[src/tidrf_pkg.sv]
// Package for the row identifier range filter.
// Opcode and verdict codes, shared constants, bound result struct, id compare.
// No dependencies.
package tidrf_pkg;

    localparam logic [15:0] MAX_OFFSET      = 16'd2048;
    localparam logic [31:0] LAST_VALID_BLOCK = 32'hFFFF_FFFE;

    typedef enum logic [1:0] {
        OP_RESTART = 2'd0,
        OP_BOUND   = 2'd1,
        OP_CHECK   = 2'd2
    } t_opcode;

    typedef enum logic [1:0] {
        VERDICT_SKIP   = 2'd0,
        VERDICT_ACCEPT = 2'd1,
        VERDICT_END    = 2'd2
    } t_verdict;

    // normalized bound, already intersected against the current range
    typedef struct packed {
        logic        kill;   // bound makes the range dead until the next restart
        logic        take;   // bound narrows the range
        logic [31:0] blk;
        logic [15:0] off;
    } t_bound;

    // (ab,ao) strictly above (bb,bo), lexicographic
    function automatic logic id_gt(input logic [31:0] ab, input logic [15:0] ao,
                                   input logic [31:0] bb, input logic [15:0] bo);
        logic res;
        if (ab != bb) begin
            res = (ab > bb);
        end else begin
            res = (ao > bo);
        end
        return res;
    endfunction

endpackage

[src/tuple_id_range_filter.sv]
// Row identifier range filter, top level.
// Uses tidrf_pkg, tidrf_bound_norm and tidrf_row_check.
//
// Keeps one range [lower, upper] of (block, offset) row identifiers and
// processes three kinds of transaction: restart (whole table from
// (0,1) to (table_blocks-1, MAX_OFFSET), or dead if the table is empty),
// bound (normalize an exclusive bound by one step with block carry or
// borrow, then intersect by max/min; null or unrepresentable bounds kill
// the range, bounds on a dead range are ignored), and check (skip, accept
// or end of scan for one row). Every transaction yields exactly one result
// carrying the verdict (skip for non-check opcodes), the empty flag and the
// range after the step. Throughput is one transaction per cycle while the
// output is not stalled; a transaction passes the input register and then
// the result register, with the range update and classification in the
// single logic stage between them. table_blocks is sampled at each restart
// and may only be written while no transaction is in flight.
module tuple_id_range_filter
    import tidrf_pkg::*;
(
    input  logic        i_clk,
    input  logic        i_rst_n,
    // configuration
    input  logic        i_cfg_we,
    input  logic [31:0] i_cfg_data,
    // input channel
    input  logic        i_in_valid,
    output logic        o_in_stall,
    input  logic [1:0]  i_opcode,
    input  logic        i_bound_is_upper,
    input  logic        i_bound_inclusive,
    input  logic        i_bound_is_null,
    input  logic [31:0] i_id_block,
    input  logic [15:0] i_id_offset,
    // output channel
    output logic        o_out_valid,
    input  logic        i_out_stall,
    output logic [1:0]  o_verdict,
    output logic        o_range_empty,
    output logic [31:0] o_start_block,
    output logic [15:0] o_start_offset,
    output logic [31:0] o_end_block,
    output logic [15:0] o_end_offset
);

    // configuration register
    logic [31:0] r_table_blocks;

    // input register
    logic        r_in_vld;
    logic [1:0]  r_opcode;
    logic        r_is_upper;
    logic        r_inclusive;
    logic        r_is_null;
    logic [31:0] r_blk;
    logic [15:0] r_off;

    // range state
    logic [31:0] r_lower_block, n_lower_block;
    logic [15:0] r_lower_offset, n_lower_offset;
    logic [31:0] r_upper_block, n_upper_block;
    logic [15:0] r_upper_offset, n_upper_offset;
    logic        r_dead, n_dead;

    // result register
    logic        r_out_vld;
    logic [1:0]  r_verdict;
    logic        r_empty;
    logic [31:0] r_start_block;
    logic [15:0] r_start_offset;
    logic [31:0] r_end_block;
    logic [15:0] r_end_offset;

    logic        advance;
    logic        in_take;
    logic        cur_empty;
    logic        n_empty;
    t_bound      bnd;
    t_verdict    chk_verdict;
    t_verdict    n_verdict;

    // result register frees up when empty or being drained this cycle
    assign advance    = r_in_vld && (!r_out_vld || !i_out_stall);
    assign o_in_stall = r_in_vld && !advance;
    assign in_take    = i_in_valid && !o_in_stall;

    assign cur_empty = r_dead ||
                       id_gt(r_lower_block, r_lower_offset, r_upper_block, r_upper_offset);

    tidrf_bound_norm u_bound (
        .i_is_upper     (r_is_upper),
        .i_inclusive    (r_inclusive),
        .i_blk          (r_blk),
        .i_off          (r_off),
        .i_lower_block  (r_lower_block),
        .i_lower_offset (r_lower_offset),
        .i_upper_block  (r_upper_block),
        .i_upper_offset (r_upper_offset),
        .o_bound        (bnd)
    );

    tidrf_row_check u_check (
        .i_empty        (cur_empty),
        .i_blk          (r_blk),
        .i_off          (r_off),
        .i_lower_block  (r_lower_block),
        .i_lower_offset (r_lower_offset),
        .i_upper_block  (r_upper_block),
        .i_upper_offset (r_upper_offset),
        .o_verdict      (chk_verdict)
    );

    // range update for the transaction in the input register
    always_comb begin
        n_lower_block  = r_lower_block;
        n_lower_offset = r_lower_offset;
        n_upper_block  = r_upper_block;
        n_upper_offset = r_upper_offset;
        n_dead         = r_dead;
        n_verdict      = VERDICT_SKIP;
        case (r_opcode)
            OP_RESTART: begin
                if (r_table_blocks == 32'd0) begin
                    n_dead = 1'b1;
                end else begin
                    n_dead         = 1'b0;
                    n_lower_block  = 32'd0;
                    n_lower_offset = 16'd1;
                    n_upper_block  = r_table_blocks - 32'd1;
                    n_upper_offset = MAX_OFFSET;
                end
            end
            OP_BOUND: begin
                if (!r_dead) begin
                    if (r_is_null || bnd.kill) begin
                        n_dead = 1'b1;
                    end else if (bnd.take) begin
                        if (r_is_upper) begin
                            n_upper_block  = bnd.blk;
                            n_upper_offset = bnd.off;
                        end else begin
                            n_lower_block  = bnd.blk;
                            n_lower_offset = bnd.off;
                        end
                    end
                end
            end
            OP_CHECK: begin
                n_verdict = chk_verdict;
            end
            default: begin
                // unused opcode: no state change, verdict skip
            end
        endcase
        n_empty = n_dead ||
                  id_gt(n_lower_block, n_lower_offset, n_upper_block, n_upper_offset);
    end

    // control state
    always_ff @(posedge i_clk) begin
        if (!i_rst_n) begin
            r_table_blocks <= 32'd0;
            r_in_vld       <= 1'b0;
            r_out_vld      <= 1'b0;
            r_lower_block  <= 32'd0;
            r_lower_offset <= 16'd1;
            r_upper_block  <= 32'd0;
            r_upper_offset <= 16'd0;
            r_dead         <= 1'b1;
        end else begin
            if (i_cfg_we) begin
                r_table_blocks <= i_cfg_data;
            end
            if (in_take) begin
                r_in_vld <= 1'b1;
            end else if (advance) begin
                r_in_vld <= 1'b0;
            end
            if (advance) begin
                r_out_vld      <= 1'b1;
                r_lower_block  <= n_lower_block;
                r_lower_offset <= n_lower_offset;
                r_upper_block  <= n_upper_block;
                r_upper_offset <= n_upper_offset;
                r_dead         <= n_dead;
            end else if (!i_out_stall) begin
                r_out_vld <= 1'b0;
            end
        end
    end

    // payload registers
    always_ff @(posedge i_clk) begin
        if (in_take) begin
            r_opcode    <= i_opcode;
            r_is_upper  <= i_bound_is_upper;
            r_inclusive <= i_bound_inclusive;
            r_is_null   <= i_bound_is_null;
            r_blk       <= i_id_block;
            r_off       <= i_id_offset;
        end
        if (advance) begin
            r_verdict      <= n_verdict;
            r_empty        <= n_empty;
            r_start_block  <= n_lower_block;
            r_start_offset <= n_lower_offset;
            r_end_block    <= n_upper_block;
            r_end_offset   <= n_upper_offset;
        end
    end

    assign o_out_valid    = r_out_vld;
    assign o_verdict      = r_verdict;
    assign o_range_empty  = r_empty;
    assign o_start_block  = r_start_block;
    assign o_start_offset = r_start_offset;
    assign o_end_block    = r_end_block;
    assign o_end_offset   = r_end_offset;

endmodule

[src/tidrf_bound_norm.sv]
// Bound normalization: turns a lower or upper bound into an inclusive one
// and decides whether it narrows the current range. Depends on tidrf_pkg.
module tidrf_bound_norm
    import tidrf_pkg::*;
(
    input  logic        i_is_upper,
    input  logic        i_inclusive,
    input  logic [31:0] i_blk,
    input  logic [15:0] i_off,
    input  logic [31:0] i_lower_block,
    input  logic [15:0] i_lower_offset,
    input  logic [31:0] i_upper_block,
    input  logic [15:0] i_upper_offset,
    output t_bound      o_bound
);

    logic        up_excl;
    logic [31:0] nb;
    logic [15:0] no;
    logic        kill;

    always_comb begin
        nb      = i_blk;
        no      = i_off;
        kill    = 1'b0;
        up_excl = !i_inclusive || (i_off == 16'd0);
        if (i_is_upper) begin
            if (up_excl) begin
                if (i_off == 16'd0) begin
                    if (i_blk == 32'd0) begin
                        kill = 1'b1;
                    end else begin
                        nb = i_blk - 32'd1;
                        no = MAX_OFFSET;
                    end
                end else begin
                    no = i_off - 16'd1;
                end
            end
        end else begin
            if (!i_inclusive) begin
                if (i_off >= MAX_OFFSET) begin
                    if (i_blk >= LAST_VALID_BLOCK) begin
                        kill = 1'b1;
                    end else begin
                        nb = i_blk + 32'd1;
                        no = 16'd1;
                    end
                end else begin
                    no = i_off + 16'd1;
                end
            end else if (i_off == 16'd0) begin
                no = 16'd1;
            end
        end

        o_bound.kill = kill;
        o_bound.blk  = nb;
        o_bound.off  = no;
        if (i_is_upper) begin
            o_bound.take = id_gt(i_upper_block, i_upper_offset, nb, no);
        end else begin
            o_bound.take = id_gt(nb, no, i_lower_block, i_lower_offset);
        end
    end

endmodule

[src/tidrf_row_check.sv]
// Row classifier: skip, accept or end of scan against the current range.
// Depends on tidrf_pkg.
module tidrf_row_check
    import tidrf_pkg::*;
(
    input  logic        i_empty,
    input  logic [31:0] i_blk,
    input  logic [15:0] i_off,
    input  logic [31:0] i_lower_block,
    input  logic [15:0] i_lower_offset,
    input  logic [31:0] i_upper_block,
    input  logic [15:0] i_upper_offset,
    output t_verdict    o_verdict
);

    always_comb begin
        if (i_empty) begin
            o_verdict = VERDICT_END;
        end else if (i_blk < i_lower_block) begin
            o_verdict = VERDICT_SKIP;
        end else if (i_blk > i_upper_block) begin
            o_verdict = VERDICT_END;
        end else if (i_blk == i_lower_block && i_off < i_lower_offset) begin
            o_verdict = VERDICT_SKIP;
        end else if (i_blk == i_upper_block && i_off > i_upper_offset) begin
            o_verdict = VERDICT_END;
        end else begin
            o_verdict = VERDICT_ACCEPT;
        end
    end

endmodule

[config.mk]
export PLATFORM = sky130hd
export DESIGN_NAME = tuple_id_range_filter
export DESIGN_NICKNAME = d
export VERILOG_FILES = /design/src/tidrf_pkg.sv /design/src/tuple_id_range_filter.sv /design/src/tidrf_bound_norm.sv /design/src/tidrf_row_check.sv
export SDC_FILE = /design/constraint.sdc
export NUM_CORES = 1
export LEC_CHECK = 0
export ABC_AREA = 1
export BUFFER_PORTS_ARGS = -buffer_cell sky130_fd_sc_hd__buf_4
export CAP_MARGIN = 20
export CORE_MARGIN = 2
export CORE_UTILIZATION = 52
export DETAILED_ROUTE_END_ITERATION = 6
export GPL_TIMING_DRIVEN = 0
export PLACE_DENSITY = 0.71
export SLEW_MARGIN = 5
export SYNTH_ARGS = -nofsm -noshare
export SYNTH_HDL_FRONTEND = slang
export SYNTH_SLANG_ARGS = --single-unit
[constraint.sdc]
create_clock -name i_clk -period 14.2 [get_ports i_clk]
set_input_delay 2.84 -clock i_clk [delete_from_list [all_inputs] [get_ports i_clk]]
set_output_delay 2.84 -clock i_clk [all_outputs]
set_load 0.005 [all_outputs]
### Yosys cells after proc, flatten, opt, wreduce, memory -nomap -nowiden

Index checks and enable logic that the tools add are counted.

* flip-flop bits (word level): 283

* eq/ne operators: 9
* bitwise gates (word level): 1
* add/sub/neg operators: 5
* magnitude comparators: 14
* mux-type cells: 64
* reduce and logical (&&, ||, !) cells: 21

Operators by type and width (count)
* 2-to-1 mux 32 bit: 17
* 2-to-1 mux 16 bit: 18
* greater-than comparator 32 bit: 5
* != test 32 bit: 4
* one-hot mux 32 bit (2 select lines): 2
* greater-than comparator 16 bit: 5
* == test 32 bit: 2
* zero test 32 bit: 2
* one-hot mux 16 bit (2 select lines): 2
* subtractor 32 x 1 -> 32 bit, second input constant: 2
* adder 32 x 1 -> 32 bit, second input constant: 1
* >= comparator 32 bit, second input constant: 1
* less-than comparator 32 bit: 1
* 2-to-1 mux 1 bit: 19
* adder 16 x 1 -> 16 bit, second input constant: 1
* >= comparator 16 x 12 -> 1 bit, second input constant: 1
* zero test 16 bit: 1
* less-than comparator 16 bit: 1
* subtractor 16 x 1 -> 16 bit, second input constant: 1
* 2-to-1 mux 2 bit: 5
* logical AND 1 bit: 5
* zero test 1 bit: 5
* logical OR 1 bit: 5
* OR reduction 5 bit: 1
* 7 further kinds: 7

### Longest topological paths before layout

* depth after elaboration: 15
* gate-level depth with buffers: 47
* gate-level depth less buffers: 46

### Hierarchy

A second synthesis with hierarchy kept.

* cells, all modules: 3448
* area, all modules: 24091.9 um^2

Modules (own cells, without submodules)
* tuple_id_range_filter: instances 1, cells each 1930, area an instance 15541.2 um^2
* tidrf_bound_norm: instances 1, cells each 1100, area an instance 5938.2 um^2
* tidrf_row_check: instances 1, cells each 418, area an instance 2612.5 um^2

### Worst setup path after synthesis

Ideal clock, no wire load.

* kind: input-to-reg
* start point: input i_out_stall
* end point: register r_end_block[0], in the netlist o_end_block[0], enable pin
* arrival time: 6.144 ns
* data required time: 13.698 ns
* setup slack: 7.554 ns
* cell stages on the path: 4
* cell sequence: nand2_1 > inv_1 > nor2_1 > clkbuf_1

* longest elaborated chain between the ends: 3

Ends and longest elaborated chain
* start: declaration: RTL line tuple_id_range_filter.sv:36 `input logic i_out_stall,`
* zero test 1 bit
* logical OR 1 bit: RTL line tuple_id_range_filter.sv:82 `assign advance = r_in_vld && (!r_out_vld || !i_out_stall);`
* logical AND 1 bit: RTL line tuple_id_range_filter.sv:82
* via advance: RTL line tuple_id_range_filter.sv:73 `logic advance;`
* end signal: assignment: RTL line tuple_id_range_filter.sv:206 `r_end_block <= n_upper_block;`
* end: declaration: RTL line tuple_id_range_filter.sv:70 `logic [31:0] r_end_block;`

The timed path passes the listed nets, and every way through them passes these cells.
A chain may end at the register's enable or synchronous reset.

### Final worst setup path

* start point: register r_blk[0]
* end point: register r_empty, in the netlist o_range_empty (data pin)

* longest elaborated chain between the ends: 15

Ends and longest elaborated chain
* start: declaration: RTL line tuple_id_range_filter.sv:54 `logic [31:0] r_blk;`
* start signal: assignment: RTL line tuple_id_range_filter.sv:198 `r_blk <= i_id_block;`
* adder 32 x 1 -> 32 bit (tied with other cells): RTL line tidrf_bound_norm.sv:46 `nb = i_blk + 32'd1;`
* 2-to-1 mux 32 bit (tied with other cells): RTL line tidrf_bound_norm.sv:43 `if (i_blk >= LAST_VALID_BLOCK) begin`
* 2-to-1 mux 32 bit (tied with other cells): RTL line tidrf_bound_norm.sv:42 `if (i_off >= MAX_OFFSET) begin`
* 2-to-1 mux 32 bit (tied with other cells): RTL line tidrf_bound_norm.sv:41 `if (!i_inclusive) begin`
* 2-to-1 mux 32 bit / 2-to-1 mux 16 bit (equally long branches): RTL line tidrf_bound_norm.sv:27 `if (i_is_upper) begin`
* greater-than comparator 32 bit (tied with other cells): RTL line tidrf_pkg.sv:34 `res = (ab > bb);`
* 2-to-1 mux 1 bit: RTL line tidrf_pkg.sv:33 `if (ab != bb) begin`
* 2-to-1 mux 1 bit: RTL line tidrf_bound_norm.sv:60 `if (i_is_upper) begin`
* 2-to-1 mux 32 bit: RTL line tuple_id_range_filter.sv:136 `end else if (bnd.take) begin`
* 2-to-1 mux 32 bit (*): RTL line tuple_id_range_filter.sv:134 `if (r_is_null || bnd.kill) begin`
* 2-to-1 mux 32 bit (*): RTL line tuple_id_range_filter.sv:133 `if (!r_dead) begin`
* one-hot mux 32 bit (2 select lines) (*): RTL line tuple_id_range_filter.sv:120 `case (r_opcode)`
* via n_lower_block[26]: RTL line tuple_id_range_filter.sv:58 `logic [31:0] r_lower_block, n_lower_block;`
* greater-than comparator 32 bit / != test 32 bit (equally long branches): RTL line tidrf_pkg.sv:34, tidrf_pkg.sv:33
* 2-to-1 mux 1 bit (*): RTL line tidrf_pkg.sv:33
* logical OR 1 bit (*): RTL line tuple_id_range_filter.sv:154 `n_empty = n_dead ||`
* via n_empty: RTL line tuple_id_range_filter.sv:76 `logic n_empty;`
* end signal: assignment: RTL line tuple_id_range_filter.sv:203 `r_empty <= n_empty;`
* end: declaration: RTL line tuple_id_range_filter.sv:67 `logic r_empty;`

The timed path passes the listed nets; every way through them passes the cells marked *.

==> impl_metrics.json <==
{
  "post_synth_num_cell_types": 51,
  "post_drt_wl_per_cell_um": 22.0,
  "critical_path.max_stage_delay_ps": 630,
  "dp.cells": 4253,
  "internal_power_mw": 1.74,
  "finalMaxSlewViolations": 0,
  "fmax_ghz": 0.119,
  "first_pass_grt_wire_length_um": 139000,
  "r2r_end": "o_range_empty",
  "drt_drc_violations_left": 0,
  "postRouteAntennaNets": 0,
  "worstPathRequired_ps": 14490,
  "most_common_cell_after_layout_fill_and_taps_aside": "sky130_fd_sc_hd__nand2_1",
  "yosys_warnings": 0,
  "power.share.combinational": 0.262,
  "synth_flop_cell": "sky130_fd_sc_hd__edfxtp_1",
  "timing.setup.critical_path_class": "flop to flop",
  "drt-initial-drc-count": 2686,
  "antenna_found_initial": 0,
  "worstSkewPairLatency_ps": 560,
  "rsz0062_at_grt": "false",
  "timing.reg2reg.worst_path_depth": 34,
  "start_util": 0.525,
  "clkSinkCount": 283,
  "detailed_place_hpwl_um": 77300,
  "die_width_um": 218,
  "synth_cells": 3462,
  "timing.hold.worst.class": "flop to flop",
  "syn_to_final_growth_pct": 14.4,
  "netlist_area_um2": 23800,
  "hold_path_depth": 2,
  "timing.rr.start": "r_blk[0]",
  "final_critical_path_setup_slack_ps": 5810,
  "cts_root_buffer": "sky130_fd_sc_hd__clkbuf_16",
  "cts_setup_buffers": 0,
  "max-clock-path-buffers": 3,
  "fin_crit_sh": 0.591,
  "switching_share": 0.338,
  "arrival_time_at_the_worst_endpoint_ps": 8680,
  "mappedNetlistNets": 3846,
  "final_report_setup_violation_count": 0,
  "netSwitchingPower_mw": 0.888,
  "worstHoldEndpoint": "o_out_valid",
  "run_status": "finished, final reports clean",
  "count_of_boundary_i_o_pins": 191,
  "die_height_um": 218,
  "share_of_power_burned_in_the_clock_network": 0.367,
  "postSynth.asyncResetShare": 0,
  "drt_pass1_iterations": 6,
  "critPathLaunchType": "flop",
  "finalWirelength_um": 95000,
  "cts_inserted_buffers": 35,
  "worst-path-max-fanout": 10,
  "leakage_power_of_the_design_nw": 13.3,
  "end_kind": "flop",
  "setup_slack_reg_to_reg_ps": 5810,
  "via_count": 24800,
  "postSynthAreaPerCell_um2": 6.87,
  "floorplan.core_area_um2": 45300,
  "cts-htree-levels": 2,
  "grt_start_max_net_pins": 64,
  "gp_congestion": 1.01,
  "nNetsFinal": 4074,
  "ctsResizeCount": 0,
  "layout_common_cells": "sky130_fd_sc_hd__nand2_1, sky130_fd_sc_hd__inv_1, sky130_fd_sc_hd__a21oi_1",
  "postLayoutCoreUtil": 0.601,
  "design.die.area_um2": 47500,
  "p_seq_frac": 0.371,
  "yosys_register_bits": 283,
  "io_buffer_count": 189,
  "pre_cts_ws_ps": 6140,
  "placementRows": 78,
  "post_route_cells_drive_above_1_share": 0.0912,
  "timing.max_cap.violations": 0,
  "max_slew_margin": 0.143,
  "first_global_vias": 23000,
  "finClkSkew_ps": 14.4,
  "setup-tns-final_ps": 0,
  "crit_path_frequent_cell": "sky130_fd_sc_hd__nand2_1",
  "layout_min_cycle_time_ps": 8390,
  "grt_use_total": 0.396,
  "cts_hold_buf": 0,
  "synth.yosys.seq_area_share": 0.302,
  "antennaDiodeCount": 0,
  "synth_enable_flop_cells": 152,
  "final_hold_viol_count": 0,
  "ir_drop_uv": 93.5,
  "tritoncts": "yes",
  "max_stage_delay_cell_worst_path": "sky130_fd_sc_hd__o21ai_0",
  "post_layout_nonfiller_instances": 4316,
  "hold_path.startpoint": "r_in_vld",
  "tightest_slew_ps": 1290,
  "route.detailed.vias_per_inst": 5.73,
  "holdWs_ps": 484,
  "pwr_density_cell_nw_per_um2": 96.5,
  "clk_pin_slew_ps": 60,
  "globalRouteOverflowTotal": 0
}
-- critical path, delay by kind of cell (launching register included) --
kind,cells,cell delay [ps]
compound gates,4,1350
fa+ha+maj,3,950
buf+inv,6,1260
flops,1,450
simple gates,21,4080
-- Yosys cell counts, drive strengths merged (3+ instances only) --
cell type    n  area share
nand2      830        0.13
inv        523       0.083
a21oi      358       0.076
nor2       329       0.054
ha         294        0.15
o21ai      233       0.049
nand3      228       0.049
edfxtp     152        0.19
dfxtp      131        0.11
clkbuf      83       0.013
nand4       50       0.013
buf         43       0.011
nor3        42      0.0098
xor2        37       0.014
o211ai      25      0.0079
o22ai       23      0.0061
o21a         9      0.0028
or2          9      0.0024
nor4         7      0.0018
a211oi       5      0.0016
a31oi        5      0.0013
nand3b       5      0.0016
nor3b        5      0.0016
xnor2        5      0.0018
a21o         4      0.0013
nor4b        4      0.0015
o2111ai      4      0.0015
a22oi        3     0.00095
and3         3     0.00079
clkinv       3     0.00047
o21bai       3     0.00095
o221ai       3      0.0011
-- per-layer routing --
metal	part of all wire	GRT usage	wire length [um]
met1	0.38	0.473	36200
met2	0.45	0.649	43100
met3	0.077	0.0536	7340
met4	0.088	0.296	8360
met5	0	0	0
-- sequential cells by signal, indices dropped and copies added, names as in the netlist --
signal and cells:
o_end_block 32, o_start_block 32, r_blk 32, r_lower_block 32, r_table_blocks 32, r_upper_block 32
o_end_offset 16, o_start_offset 16, r_lower_offset 16, r_off 16, r_upper_offset 16, o_verdict 2
r_opcode 2, o_out_valid 1, o_range_empty 1, r_dead 1, r_in_vld 1, r_inclusive 1
r_is_null 1, r_is_upper 1
-- how the worst max path moves through the flow --
stage	slack (ps)	endpoint	start	depth (start not counted)
2_1_floorplan	7550	o_end_block[0]	i_out_stall	4
4_1_cts	6100	o_range_empty	r_blk[0]	32
3_5_place_dp	6140	o_range_empty	r_blk[0]	34
3_3_place_gp	5320	r_upper_block[25]	i_out_stall	6
6_report	5810	o_range_empty	r_blk[0]	34
5_1_grt	5390	o_range_empty	r_blk[0]	34
-- cell type report --
class	instances	area, um2
plain buffers	126	573
clock inverters	17	251
flip-flops and latches	283	7190
multi-input cells	2527	14000
clock buffers	46	948
inverters	526	1970
well taps	600	751
fillers	4465	18100
repair buffers	191	1470
-- power by group through the flow --
stage / logic (mW) / clock network (mW) / registers (mW)
2_1_floorplan: 0.433 / 0 / 0.974
6_report: 0.687 / 0.962 / 0.974
4_1_cts: 0.672 / 0.972 / 0.973
5_1_grt: 0.766 / 0.996 / 0.978
3_5_place_dp: 0.667 / 0 / 0.989
3_3_place_gp: 0.659 / 0 / 0.993
-- stage by stage --
step | power, mW | area [um2]
finish | 2.62 | 27200
global route | 2.74 | 27200
CTS | 2.62 | 27200
detailed placement | 1.66 | 26000
global placement | 1.65 | 25900
floorplan | 1.41 | 23800
-- cell families (layout without fill, tap and decap cells) --
family | after synthesis | after routing | synth area share
and+or+nand+nor | 1513 | 1513 | 0.269
AOI/OAI and AO/OA | 678 | 678 | 0.152
buffers and inverters | 652 | 906 | 0.107
adders and majority gates | 294 | 294 | 0.155
DFF | 283 | 283 | 0.302
xor gates and xnor gates | 42 | 42 | 0.0155
Note: power is estimated with default switching activity, not from simulation.
